File: src/rtl/swdm_pkg.sv
package swdm_pkg;

  localparam int unsigned SWDM_LINES = 192;
  localparam int unsigned SWDM_COLS = 32;
  localparam int unsigned SWDM_ADDR_W = $clog2(SWDM_LINES);
  localparam int unsigned SWDM_QUEUE_DEPTH = 2;

  localparam logic [13:0] SWDM_ATTR_BASE     = 14'h1800;
  localparam logic [13:0] SWDM_ATTR_END      = 14'h1b00;
  localparam logic [13:0] SWDM_ALT_OFFSET    = 14'h2000;
  localparam logic [13:0] SWDM_ALT_ATTR_BASE = 14'h3800;
  localparam logic [13:0] SWDM_ALT_ATTR_END  = 14'h3b00;

  typedef enum logic [1:0] {
    OP_MARK    = 2'd0,
    OP_TAKE    = 2'd1,
    OP_REFRESH = 2'd2
  } opcode_e;

  typedef enum logic [1:0] {
    CMD_NONE,
    CMD_MARK,
    CMD_TAKE,
    CMD_REFRESH
  } cmd_kind_e;

  typedef struct packed {
    cmd_kind_e                kind;
    logic [SWDM_ADDR_W-1:0]   line;
    logic [2:0]               last;
    logic [SWDM_COLS-1:0]     mask;
    logic [4:0]               shift;
  } swdm_cmd_t;

endpackage

File: src/rtl/swdm_front.sv
module swdm_front (
  input  logic [2:0]          screen_mode_i,
  input  logic [1:0]          opcode_i,
  input  logic [13:0]         write_offset_i,
  input  logic [7:0]          line_i,
  input  logic [5:0]          start_col_i,
  input  logic [5:0]          end_col_i,
  output swdm_pkg::swdm_cmd_t cmd_o
);
  import swdm_pkg::*;

  typedef enum logic [1:0] {
    LAYOUT_STD,
    LAYOUT_ALT,
    LAYOUT_EXT,
    LAYOUT_EXT_ALT
  } layout_e;

  logic [13:0]          off;
  logic                 is_bm;
  logic                 is_attr;
  logic [7:0]           bm_line;
  logic [7:0]           attr_line;
  logic [5:0]           end_clamp;
  logic                 empty;
  logic [SWDM_COLS-1:0] lo_mask;
  logic [SWDM_COLS-1:0] hi_mask;

  assign off       = write_offset_i;
  assign bm_line   = {off[12:11], off[7:5], off[10:8]};
  assign attr_line = {off[9:5], 3'b000};

  always_comb begin
    is_bm   = 1'b0;
    is_attr = 1'b0;
    unique case (layout_e'(screen_mode_i[2:1]))
      LAYOUT_STD: begin
        is_bm   = off < SWDM_ATTR_BASE;
        is_attr = (off >= SWDM_ATTR_BASE) && (off < SWDM_ATTR_END);
      end
      LAYOUT_ALT: begin
        is_bm   = (off >= SWDM_ALT_OFFSET) && (off < SWDM_ALT_ATTR_BASE);
        is_attr = (off >= SWDM_ALT_ATTR_BASE) && (off < SWDM_ALT_ATTR_END);
      end
      LAYOUT_EXT: begin
        is_bm = (off < SWDM_ATTR_BASE) ||
                ((off >= SWDM_ALT_OFFSET) && (off < SWDM_ALT_ATTR_BASE));
      end
      LAYOUT_EXT_ALT: begin
        is_bm = (off >= SWDM_ALT_OFFSET) && (off < SWDM_ALT_ATTR_BASE);
      end
    endcase
  end

  assign end_clamp = (end_col_i > 6'd32) ? 6'd32 : end_col_i;
  assign empty     = (line_i >= 8'(SWDM_LINES)) || start_col_i[5] ||
                     (end_clamp <= start_col_i);
  assign lo_mask   = {SWDM_COLS{1'b1}} << start_col_i[4:0];
  assign hi_mask   = end_clamp[5] ? {SWDM_COLS{1'b1}}
                                  : ((SWDM_COLS'(1) << end_clamp[4:0]) - SWDM_COLS'(1));

  always_comb begin
    cmd_o.kind  = CMD_NONE;
    cmd_o.line  = '0;
    cmd_o.last  = '0;
    cmd_o.mask  = '0;
    cmd_o.shift = '0;
    unique case (opcode_e'(opcode_i))
      OP_MARK: begin
        cmd_o.kind = (is_bm || is_attr) ? CMD_MARK : CMD_NONE;
        cmd_o.line = is_attr ? attr_line : bm_line;
        cmd_o.last = is_attr ? 3'd7 : 3'd0;
        cmd_o.mask = SWDM_COLS'(1) << off[4:0];
      end
      OP_TAKE: begin
        cmd_o.kind  = empty ? CMD_NONE : CMD_TAKE;
        cmd_o.line  = line_i;
        cmd_o.mask  = lo_mask & hi_mask;
        cmd_o.shift = start_col_i[4:0];
      end
      OP_REFRESH: begin
        cmd_o.kind = CMD_REFRESH;
      end
      default: begin
        cmd_o.kind = CMD_NONE;
      end
    endcase
  end

endmodule

File: config.mk
export PLATFORM = sky130hd
export DESIGN_NAME = swdm_front
export DESIGN_NICKNAME = d
export VERILOG_FILES = /design/src/rtl/swdm_pkg.sv /design/src/rtl/swdm_front.sv
export SDC_FILE = /design/constraint.sdc
export NUM_CORES = 1
export LEC_CHECK = 0
export BUFFER_PORTS_ARGS = -buffer_cell sky130_fd_sc_hd__buf_2
export CAP_MARGIN = 20
export CELL_PAD_IN_SITES_DETAIL_PLACEMENT = 0
export CELL_PAD_IN_SITES_GLOBAL_PLACEMENT = 2
export CORE_UTILIZATION = 21
export DETAILED_ROUTE_END_ITERATION = 10
export PLACE_DENSITY_LB_ADDON = 0.1
export SLEW_MARGIN = 25
export SYNTH_ARGS = -nofsm -noshare
export SYNTH_HDL_FRONTEND = slang
export SYNTH_SLANG_ARGS = --single-unit
export TNS_END_PERCENT = 100
File: constraint.sdc
create_clock -name vclk -period 2.3
set_input_delay 0.23 -clock vclk [all_inputs]
set_output_delay 0.23 -clock vclk [all_outputs]
set_load 0.1 [all_outputs]
==> flow_summary_export.csv <==
group,metric,value,unit
yosys,synth_largest_area_cell,"nand2_1",
setup_path,critPathLaunchType,"primary input",
flow_run,maxCapViolCount,0,
yosys,ys_warn_count,0,
timing,final_hold_viol_count,0,
die,dieHeight,93.89,um
finish,fin_nets,449,
die,die_w,93.89,um
yosys,synth_top_area_share,6.775,%
global_routing,grt_pass1_wl,14890,um
finish,regArea,0,um2
power_and_ir_drop,leakagePower,1.404,nW
yosys,synthCells,301,
drt,wl_per_cell,18.96,um
power_and_ir_drop,powerDensity,261.5,nW/um2
finish,final_cell_mix,"53 x buf_2, 36 x buf_4, 33 x buf_12",
timing,setup_tns,-1051,ps
drt,firstDrtPassIters,4,
power_and_ir_drop,ir_drop,113.6,uV
setup_path,critPathCaptureType,"primary output",
setup_path,cp.buffers_inverters,4,
global_routing,grtUsageTotal,21.88,%
timing,max_freq,405.8,MHz
setup_path,crit_family,"simple AND/OR/NAND/NOR gates",
finish,stdcell_area,3669,um2
finish,flops_and_latches,0,
run_status,violations,"setup timing",
yosys,avgSynthCellArea,5.890,um2
setup_path,crit_path_top_delay_cell,"or3_4",
timing,hold_slack,949.3,ps
timing,fin_crit_sh,107.2,%
die,core-area,8175,um2
finish,layout_commonest_cell,"buf_2",
placed_design,port_buffers,88,
power_and_ir_drop,sw_frac_of_total,65.43,%
timing,slew_headroom,54.90,%
drt,vias,2758,
hold_path,hp-class,"primary input to primary output",
timing,setup_viol,12,
finish,n_antenna_cell,0,
setup_path,path_max_fanout,5,
power_and_ir_drop,p_comb_share,100.0,%
die,rows,33,
timing,setup_slack,-164.5,ps
drt,drt-total-wl,9593,um
drt,ant_nets,0,
die,ioPinCount,89,
die,start_util,21.69,%
placed_design,hpwl,7405,um
timing,rsz0062_at_grt,"true",
placed_design,gp_congestion,0.8319,
yosys,synth_nets,347,
placed_design,place_area,3471,um2
finish,drive_above_1_share,52.62,%
global_routing,grt_pass1_vias,2703,
setup_path,critical_path.cell_chain,"buf_6 > or3_4 > nor2_4 > o21ai_2 > ha_4 > buf_6 > or3_1 > a21oi_1 > a311oi_1 > buf_4 > o22ai_4 > buf_12",
die,dieArea,8814,um2
timing,tightest_slew,676.4,ps
power_and_ir_drop,clock_power_share,0,%
power_and_ir_drop,intPower,0.0003316,W
setup_path,crit_type,"primary input to primary output",
yosys,ys_seq_area_share,0,%
global_routing,grt_max_degree,36,
power_and_ir_drop,p_switching,0.0006276,W
timing,slew_violations,0,
setup_path,required,2070,ps
setup_path,arrival,2230,ps
drt,via_per_inst,5.451,
power_and_ir_drop,pwr-share-seq,0,%
finish,clkbuf_count,0,
drt,drc,0,
global_routing,antenna_found_initial,0,
yosys,synth_cell_types,53,
cts,hold_buffers,0,
global_routing,grt_overflow_total,0,
timing,layout_min_cycle_time,2465,ps
drt,drtIter0Drc,101,
run_status,status,"finished, violations left",
yosys,synthesis.area,1773,um2
finish,area_growth,106.9,%
power_and_ir_drop,power,0.0009593,W
setup_path,cpMostUsedCell,"buf_6",
yosys,ys_top_cells_by_area,"nand2_1 6.8%, o21ai_0 6.5%, a21oi_1 5.9%",
setup_path,slowest_delay,390,ps
==> kinds of logic after synthesis <==
logic type	after synthesis	synth area share (%)
compound gates	118	44.53
xor+xnor	2	0.9882
fa+ha+maj	7	4.940
buf+inv	48	11.57
mux	9	5.222
simple gates	117	32.74
==> metal layers <==
metal	vias up	share of wire [%]	global-route usage, %	wire length (um)
met5	-	0	0	0
met4	0	1.9	3.718	186
met3	12	4.2	0.8900	404
met2	86	49	38.63	4726
met1	1316	45	29.58	4276
li1	1344	-	-	-
==> synth_stat cells (5+ instances only) <==
cell type	number
inv_1	14
nand2b_1	7
mux2i_1	7
o32ai_1	8
clkbuf_1	13
nand2_1	32
nor3_1	9
ha_1	7
o211ai_1	5
o22ai_1	16
nor2_1	25
nor2b_1	7
buf_1	5
buf_2	14
a31oi_1	7
a21oi_1	21
nand3_1	8
or2_2	5
o21ai_0	23
nor4_1	6
==> repair_timing <==
action / 4_1_cts / 5_1_grt
gates resized for setup: 22 / 19
setup endpoints to repair: 13 / 15
pin swaps: 8 / 10
buffers inserted: 3 / 1
==> power groups by stage <==
stage	clock network [W]	registers (W)	logic [W]
2_1_floorplan	0	0	0.000618
3_3_place_gp	0	0	0.000915
3_5_place_dp	0	0	0.000914
4_1_cts	0	0	0.000944
5_1_grt	0	0	0.00101
6_report	0	0	0.000959
==> metrics by stage <==
stage	util (%)	worst slack, ps	instances
6_report	44.87	-164.5	506
5_1_grt	44.87	-252.3	506
4_1_cts	43.83	-180.9	506
3_5_place_dp	42.45	-274.9	503
3_3_place_gp	42.45	-274.8	503
2_1_floorplan	-	-681.6	301
==> final timing paths <==
kind / start / endpoint / slack [ps] / depth (start not counted)
max: end_col_i[1] / cmd_o[27] / -160 / 12
min: line_i[1] / cmd_o[41] / 950 / 4
==> layout make-up <==
type,count,area [um2]
Fill cell,843,4507
Multi-Input combinational cell,253,2131
Timing Repair Buffer,134,1349
Tap cell,105,131.4
Inverter,14,57.56
(Power assumes the default switching activity.)
