## src/rtl/swdm_pkg.sv

```systemverilog
package swdm_pkg;

  localparam int unsigned SWDM_LINES = 192;
  localparam int unsigned SWDM_COLS = 32;
  localparam int unsigned SWDM_ADDR_W = $clog2(SWDM_LINES);
  localparam int unsigned SWDM_QUEUE_DEPTH = 2;

  localparam logic [13:0] SWDM_ATTR_BASE     = 14'h1800;
  localparam logic [13:0] SWDM_ATTR_END      = 14'h1b00;
  localparam logic [13:0] SWDM_ALT_OFFSET    = 14'h2000;
  localparam logic [13:0] SWDM_ALT_ATTR_BASE = 14'h3800;
  localparam logic [13:0] SWDM_ALT_ATTR_END  = 14'h3b00;

  typedef enum logic [1:0] {
    OP_MARK    = 2'd0,
    OP_TAKE    = 2'd1,
    OP_REFRESH = 2'd2
  } opcode_e;

  typedef enum logic [1:0] {
    CMD_NONE,
    CMD_MARK,
    CMD_TAKE,
    CMD_REFRESH
  } cmd_kind_e;

  typedef struct packed {
    cmd_kind_e                kind;
    logic [SWDM_ADDR_W-1:0]   line;
    logic [2:0]               last;
    logic [SWDM_COLS-1:0]     mask;
    logic [4:0]               shift;
  } swdm_cmd_t;

endpackage

```

## src/rtl/swdm_fifo.sv

```systemverilog
module swdm_fifo #(
  parameter int unsigned DEPTH = swdm_pkg::SWDM_QUEUE_DEPTH
) (
  input  logic                clk_i,
  input  logic                rst_ni,
  input  logic                push_i,
  input  swdm_pkg::swdm_cmd_t data_i,
  output logic                full_o,
  input  logic                pop_i,
  output logic                valid_o,
  output swdm_pkg::swdm_cmd_t data_o
);
  import swdm_pkg::*;

  localparam int unsigned PTR_W = $clog2(DEPTH);
  localparam int unsigned CNT_W = $clog2(DEPTH + 1);

  swdm_cmd_t        entry_q [DEPTH];
  logic [PTR_W-1:0] wr_ptr_q, wr_ptr_d;
  logic [PTR_W-1:0] rd_ptr_q, rd_ptr_d;
  logic [CNT_W-1:0] count_q, count_d;

  assign full_o  = count_q == CNT_W'(DEPTH);
  assign valid_o = count_q != '0;
  assign data_o  = entry_q[rd_ptr_q];

  always_comb begin
    wr_ptr_d = wr_ptr_q;
    rd_ptr_d = rd_ptr_q;
    count_d  = count_q;
    if (push_i) begin
      wr_ptr_d = (wr_ptr_q == PTR_W'(DEPTH - 1)) ? '0 : PTR_W'(wr_ptr_q + 1'b1);
    end
    if (pop_i) begin
      rd_ptr_d = (rd_ptr_q == PTR_W'(DEPTH - 1)) ? '0 : PTR_W'(rd_ptr_q + 1'b1);
    end
    if (push_i && !pop_i) begin
      count_d = CNT_W'(count_q + 1'b1);
    end else if (pop_i && !push_i) begin
      count_d = CNT_W'(count_q - 1'b1);
    end
  end

  always_ff @(posedge clk_i or negedge rst_ni) begin
    if (!rst_ni) begin
      wr_ptr_q <= '0;
      rd_ptr_q <= '0;
      count_q  <= '0;
    end else begin
      wr_ptr_q <= wr_ptr_d;
      rd_ptr_q <= rd_ptr_d;
      count_q  <= count_d;
    end
  end

  always_ff @(posedge clk_i) begin
    if (push_i) begin
      entry_q[wr_ptr_q] <= data_i;
    end
  end

`ifndef SYNTHESIS
  a_no_push_full: assert property (@(posedge clk_i) disable iff (!rst_ni)
    push_i |-> !full_o) else $error("push into full queue");
  a_no_pop_empty: assert property (@(posedge clk_i) disable iff (!rst_ni)
    pop_i |-> valid_o) else $error("pop from empty queue");
  a_count_bound: assert property (@(posedge clk_i) disable iff (!rst_ni)
    (push_i && !pop_i) |=> (count_q == CNT_W'($past(count_q) + 1'b1)))
    else $error("queue count lost a push");
`endif

endmodule

```

## config.mk

```make
export PLATFORM = sky130hd
export DESIGN_NAME = swdm_fifo
export DESIGN_NICKNAME = d
export VERILOG_FILES = /design/src/rtl/swdm_pkg.sv /design/src/rtl/swdm_fifo.sv
export SDC_FILE = /design/constraint.sdc
export NUM_CORES = 1
export LEC_CHECK = 0
export BUFFER_PORTS_ARGS = -buffer_cell sky130_fd_sc_hd__buf_2
export CAP_MARGIN = 20
export CORE_ASPECT_RATIO = 1.25
export CORE_MARGIN = 2
export CORE_UTILIZATION = 52
export DETAILED_ROUTE_END_ITERATION = 6
export HOLD_SLACK_MARGIN = 0.06
export PLACE_DENSITY = 0.79
export SYNTH_ARGS = -nofsm -noshare
export SYNTH_HDL_FRONTEND = slang
export SYNTH_SLANG_ARGS = --single-unit
```

## constraint.sdc

```tcl
create_clock -name clk_i -period 4.4 [get_ports clk_i]
set_clock_uncertainty 0.05 [all_clocks]
set_input_delay 0.22 -clock clk_i [delete_from_list [all_inputs] [get_ports clk_i]]
set_output_delay 0.22 -clock clk_i [all_outputs]
set_load 0.005 [all_outputs]
```

==> impl_metrics.tcl, run 1 <==
set metrics [dict create \
    outcome "finished, final reports clean" \
    synth_nets 227 \
    overflow 0 \
    mostFrequentLayoutCells "105 x buf_2, 100 x edfxtp_1, 53 x dlygate4sd3_1" \
    ioPinCount 106 \
    die_area_um2 8515 \
    viasPerCell 4.710 \
    clkTransAtPathRegs_ns 0.08 \
    setup_tns_ns 0 \
    path_delay_family "flip-flops" \
    max_slew_margin_pct 37.90 \
    r2r_slack_ns 2.48 \
    yosys_warnings 0 \
    drv_slew 0 \
    cp.required_ns 4.13 \
    synth_top_cell_area_share_pct 74.14 \
    hpwl_um 4017 \
    critical-path-slowest-cell "dfrtp_4" \
    track_usage_pct 16.28 \
    post_cts_buffers 0 \
    wl_per_cell_um 15.78 \
    die_height_um 102.7 \
    clockBufferDepth 2 \
    peakVddDrop_v 0.0004841 \
    drive_above_1_share_pct 51.18 \
    synthCells 172 \
    p_leak_nw 2.188 \
    seq_area_frac_synth_pct 76.61 \
    htreeDepth 3 \
    finalSetupViolCount 0 \
    syn-cell-area_um2 4050 \
    route.detailed.drc 0 \
    startpoint_type "flop" \
    worstSetupPathType "flop to primary output" \
    vias 2049 \
    grt_max_degree 52 \
    yosysTopAreaCell "edfxtp_1" \
    worst_pin_slew_ns 0.9315 \
    drt-pass1-iter-count 4 \
    clock-sinks 104 \
    hold_path_class "primary input to asynchronous set/reset pin" \
    syn2layout_area_growth_pct 31.82 \
    drt_iter0_markers 83 \
    rsz0062_at_grt "no" \
    ant_nets 0 \
    hold_slack_ns 0.1483 \
    grt_pass1_wl_um 10260 \
    antenna_found_initial 0 \
    routed_wl_um 6865 \
    power.density_nw_per_um2 545.8 \
    drv_cap 0 \
    core_area_um2 7657 \
    gp_congestion 0.6837 \
    cts_resized 0 \
    max_freq_ghz 0.4517 \
    final_nets 392 \
    fin_util_pct 69.72 \
    rows 36 \
    worst-path-buf-inv 1 \
    cp_cell_sequence "mux2_2 > buf_2" \
    clk_latency_ns 0.34 \
    hold_buffers 53 \
    syn_avg_cell_area_um2 23.55 \
    io_buffers 105 \
    yosysUniqueCellTypes 14 \
    layout_commonest_cell "buf_2" \
    cts_made_buffers 9 \
    layout_min_cycle_time_ns 2.214 \
    ys_ff_latch 104 \
    start_util_pct 52.89 \
    arrival_ns 1.94 \
    grt_pass1_vias 2130 \
    finalHoldViolations 0 \
    fp.dieW_um 82.94 \
    synthTopCellsByArea "edfxtp_1 74%, mux2_4 18%, buf_12 2.5%" \
    crit_path_end_kind "primary output" \
    period_share_pct 50.32 \
    diodes 0 \
    crit_path_max_fanout 51 \
    clockRootBuffer "clkbuf_8" \
    tritoncts "done" \
    critPathMaxStageDelay_ns 1.05 \
]
[worst paths after layout]
kind                                  from              to  cells past startpoint
max in group asynchronous           rst_ni        rd_ptr_q                      2
worst min register to register  count_q[1]      count_q[1]                      1
min in group clk_i              count_q[1]      count_q[1]                      1
worst max register to register    wr_ptr_q  entry_q[0][48]                      2
worst min-delay path                rst_ni        rd_ptr_q                      2
worst max-delay path              rd_ptr_q      data_o[29]                      2
[sequential cells by signal (all words and copies together) (netlist names)]
register and cells:
wr_ptr_q 1, rd_ptr_q 1, entry_q 100, count_q 2
[where the power goes]
part | internal [mW] | switching, mW | leakage [nW]
registers | 1.32 | 0.183 | 0.984
logic | 0.540 | 0.286 | 1.10
clock network | 0.310 | 0.278 | 0.102
total | 2.17 | 0.748 | 2.19
[logic make-up after synthesis]
group	Yosys count	synth area share [%]
adder cells (fa/ha/maj)	1	0.3089
XOR/XNOR	5	1.081
multiplexers	50	18.44
flip-flops	104	76.61
AND/OR/NAND/NOR	5	0.7106
buffers and inverters	7	2.842
[synth_stat cells]
cell      number
edfxtp_1     100
mux2_4        49
buf_12         5
dfrtp_1        4
xor2_1         4
nor2b_1        2
and2_1         1
buf_6          1
ha_1           1
inv_1          1
mux2_2         1
nor2_1         1
or2_2          1
xnor2_1        1
[worst reg2reg max path: stages, from the launching register on]
cell	delay (ns)
dfrtp_1	0.46
nor2b_4	0.61
buf_4	0.46
[layout make-up]
| cell class | instances | area, um2 |
|---|---|---|
| clock buffer | 9 | 123.9 |
| fill | 505 | 2318 |
| clock inverter | 5 | 73.82 |
| inverter | 1 | 3.754 |
| multi-input combinational | 61 | 840.8 |
| tap | 95 | 118.9 |
| timing repair buffer | 160 | 1071 |
| sequential | 104 | 3107 |
[routing by layer]
layer	part of all wire, %	global-route usage [%]
met4	2.0	7.818
met5	0	0
met2	56	29.65
met3	4.2	4.804
met1	38	17.58
[per-stage QoR]
| step | cell area [um2] | setup WS (ns) | power [mW] | cells |
|---|---|---|---|---|
| 2_1_floorplan | 4050 | 1.254 | 2.099 | 172 |
| 3_3_place_gp | 4611 | 2.510 | 2.302 | 368 |
| 3_5_place_dp | 4611 | 2.464 | 2.323 | 368 |
| 4_1_cts | 5339 | 2.121 | 2.945 | 435 |
| 5_1_grt | 5339 | 2.078 | 3.064 | 435 |
| 6_report | 5339 | 2.186 | 2.914 | 435 |
Note: power is estimated with default switching activity, not from simulation.
==> inputs of run 2 (changes only) <==
==> constraint.sdc (replaced) <==
create_clock -name clk_i -period 2.2 [get_ports clk_i]
set_clock_uncertainty 0.05 [all_clocks]
set_input_delay 0.11 -clock clk_i [delete_from_list [all_inputs] [get_ports clk_i]]
set_output_delay 0.11 -clock clk_i [all_outputs]
set_load 0.005 [all_outputs]
==> impl_metrics.tcl, run 2 (synthesis gave the netlist of run 1 again) <==
set metrics [dict create \
    outcome "finished, final reports clean" \
    setup_tns_ns 0 \
    arrival_ns 1.81 \
    period_share_pct 89.64 \
    hpwl_um 4373 \
    io_buffers 105 \
    peakVddDrop_v 0.0005711 \
    gp_congestion 0.6800 \
    layout_min_cycle_time_ns 1.972 \
    overflow 0 \
    clockRootBuffer "clkbuf_8" \
    p_leak_nw 2.186 \
    largest_reg_flops 100 \
    cp.required_ns 2.04 \
    fp.dieW_um 82.94 \
    htreeDepth 3 \
    largest_register "entry_q" \
    drv_cap 0 \
    drt-pass1-iter-count 3 \
    ioPinCount 106 \
    viasPerCell 4.792 \
    die_area_um2 8515 \
    crit_path_end_kind "primary output" \
    hold_buffers 54 \
    rsz0062_at_grt "no" \
    post_cts_buffers 0 \
    max_slew_margin_pct 69.37 \
    clkTransAtPathRegs_ns 0.08 \
    grt_max_degree 34 \
    path_delay_family "flip-flops" \
    die_height_um 102.7 \
    core_area_um2 7657 \
    clock-sinks 104 \
    mostFrequentLayoutCells "105 x buf_2, 100 x edfxtp_1, 54 x dlygate4sd3_1" \
    syn2layout_area_growth_pct 31.82 \
    rows 36 \
    routed_wl_um 6973 \
    max_freq_ghz 0.5071 \
    worstSetupPathType "flop to primary output" \
    route.detailed.drc 0 \
    clk_latency_ns 0.35 \
    critical-path-slowest-cell "dfrtp_4" \
    track_usage_pct 16.20 \
    layout_commonest_cell "buf_2" \
    cp_cell_sequence "buf_4 > mux2_4 > buf_2" \
    grt_pass1_vias 2170 \
    cts_made_buffers 9 \
    final_nets 396 \
    diodes 0 \
    tritoncts "done" \
    vias 2099 \
    drt_iter0_markers 111 \
    drv_slew 0 \
    grt_pass1_wl_um 10180 \
    hold_slack_ns 0.4235 \
    clockBufferDepth 2 \
    power.density_nw_per_um2 1057 \
    antenna_found_initial 0 \
    cts_resized 0 \
    start_util_pct 52.89 \
    reg.largest.list "entry_q (100), count_q (2)" \
    wl_per_cell_um 15.92 \
    worst_pin_slew_ns 0.4595 \
    startpoint_type "flop" \
    hold_path_class "primary input to flop" \
    worst-path-buf-inv 2 \
    finalSetupViolCount 0 \
    crit_path_max_fanout 19 \
    critPathMaxStageDelay_ns 0.66 \
    ant_nets 0 \
    drive_above_1_share_pct 50.73 \
    finalHoldViolations 0 \
]
## run 2: cell count changes in the layout (fill, tap and decap cells not counted)
cell,delta
buf_4,+1
bufinv_16,-2
dlygate4sd3_1,+1
clkbuf_1,+1
buf_12,+2
clkinv_2,-1
clkinv_1,+1
## run 2: power by group
part	total [mW]	internal, mW	switching [mW]
logic	1.86	1.12	0.741
clock network	0.940	0.384	0.556
registers	2.84	2.63	0.208
## run 2: path summary, 6_finish.rpt
path	startpoint	endpoint	slack (ns)	depth (start not counted)
setup / recovery	rd_ptr_q	data_o[9]	0.23	3
hold / removal	data_i[20]	entry_q[0][20]	0.42	2
setup reg to reg	wr_ptr_q	entry_q[1][0]	0.65	2
hold reg to reg	count_q[1]	count_q[1]	0.44	1
max in group asynchronous	rst_ni	rd_ptr_q	1.27	3
min in group asynchronous	rst_ni	rd_ptr_q	0.63	3
## run 2: per-stage QoR
stage / power [mW] / util [%] / worst slack (ns) / area (um2) / instances
after floorplan: 4.192 / - / 0.01504 / 4053 / 172
after global placement: 4.650 / 60.83 / 0.6196 / 4658 / 371
after detailed placement: 4.700 / 60.83 / 0.5921 / 4658 / 371
after CTS: 5.703 / 69.72 / 0.1912 / 5339 / 438
after global routing: 5.919 / 69.72 / 0.1457 / 5339 / 438
final: 5.644 / 69.72 / 0.2279 / 5339 / 438
## run 2: area by class of cell
cell class	instances	area [um2]
fillers	521	2318
clock inverters	3	12.51
well taps	95	118.9
repair buffers	164	1129
flip-flops and latches	104	3107
inverters	1	3.754
clock buffers	10	127.6
multi-input cells	61	840.8
## run 2: worst register-to-register path: cells and delay by family (launching register included)
family | cells | cell delay (ns)
buf+inv | 1 | 0.28
flops | 1 | 0.43
simple gates | 1 | 0.47
## run 2: routing by layer
| layer | wire length, um | track usage (%) | vias to the layer above | part of all wire [%] |
|---|---|---|---|---|
| li1 | - | - | 1004 | - |
| met1 | 2616 | 17.06 | 1018 | 38 |
| met2 | 3857 | 29.40 | 60 | 55 |
| met3 | 264 | 3.042 | 17 | 3.8 |
| met4 | 233 | 11.73 | 0 | 3.3 |
| met5 | 0 | 0 | - | 0 |
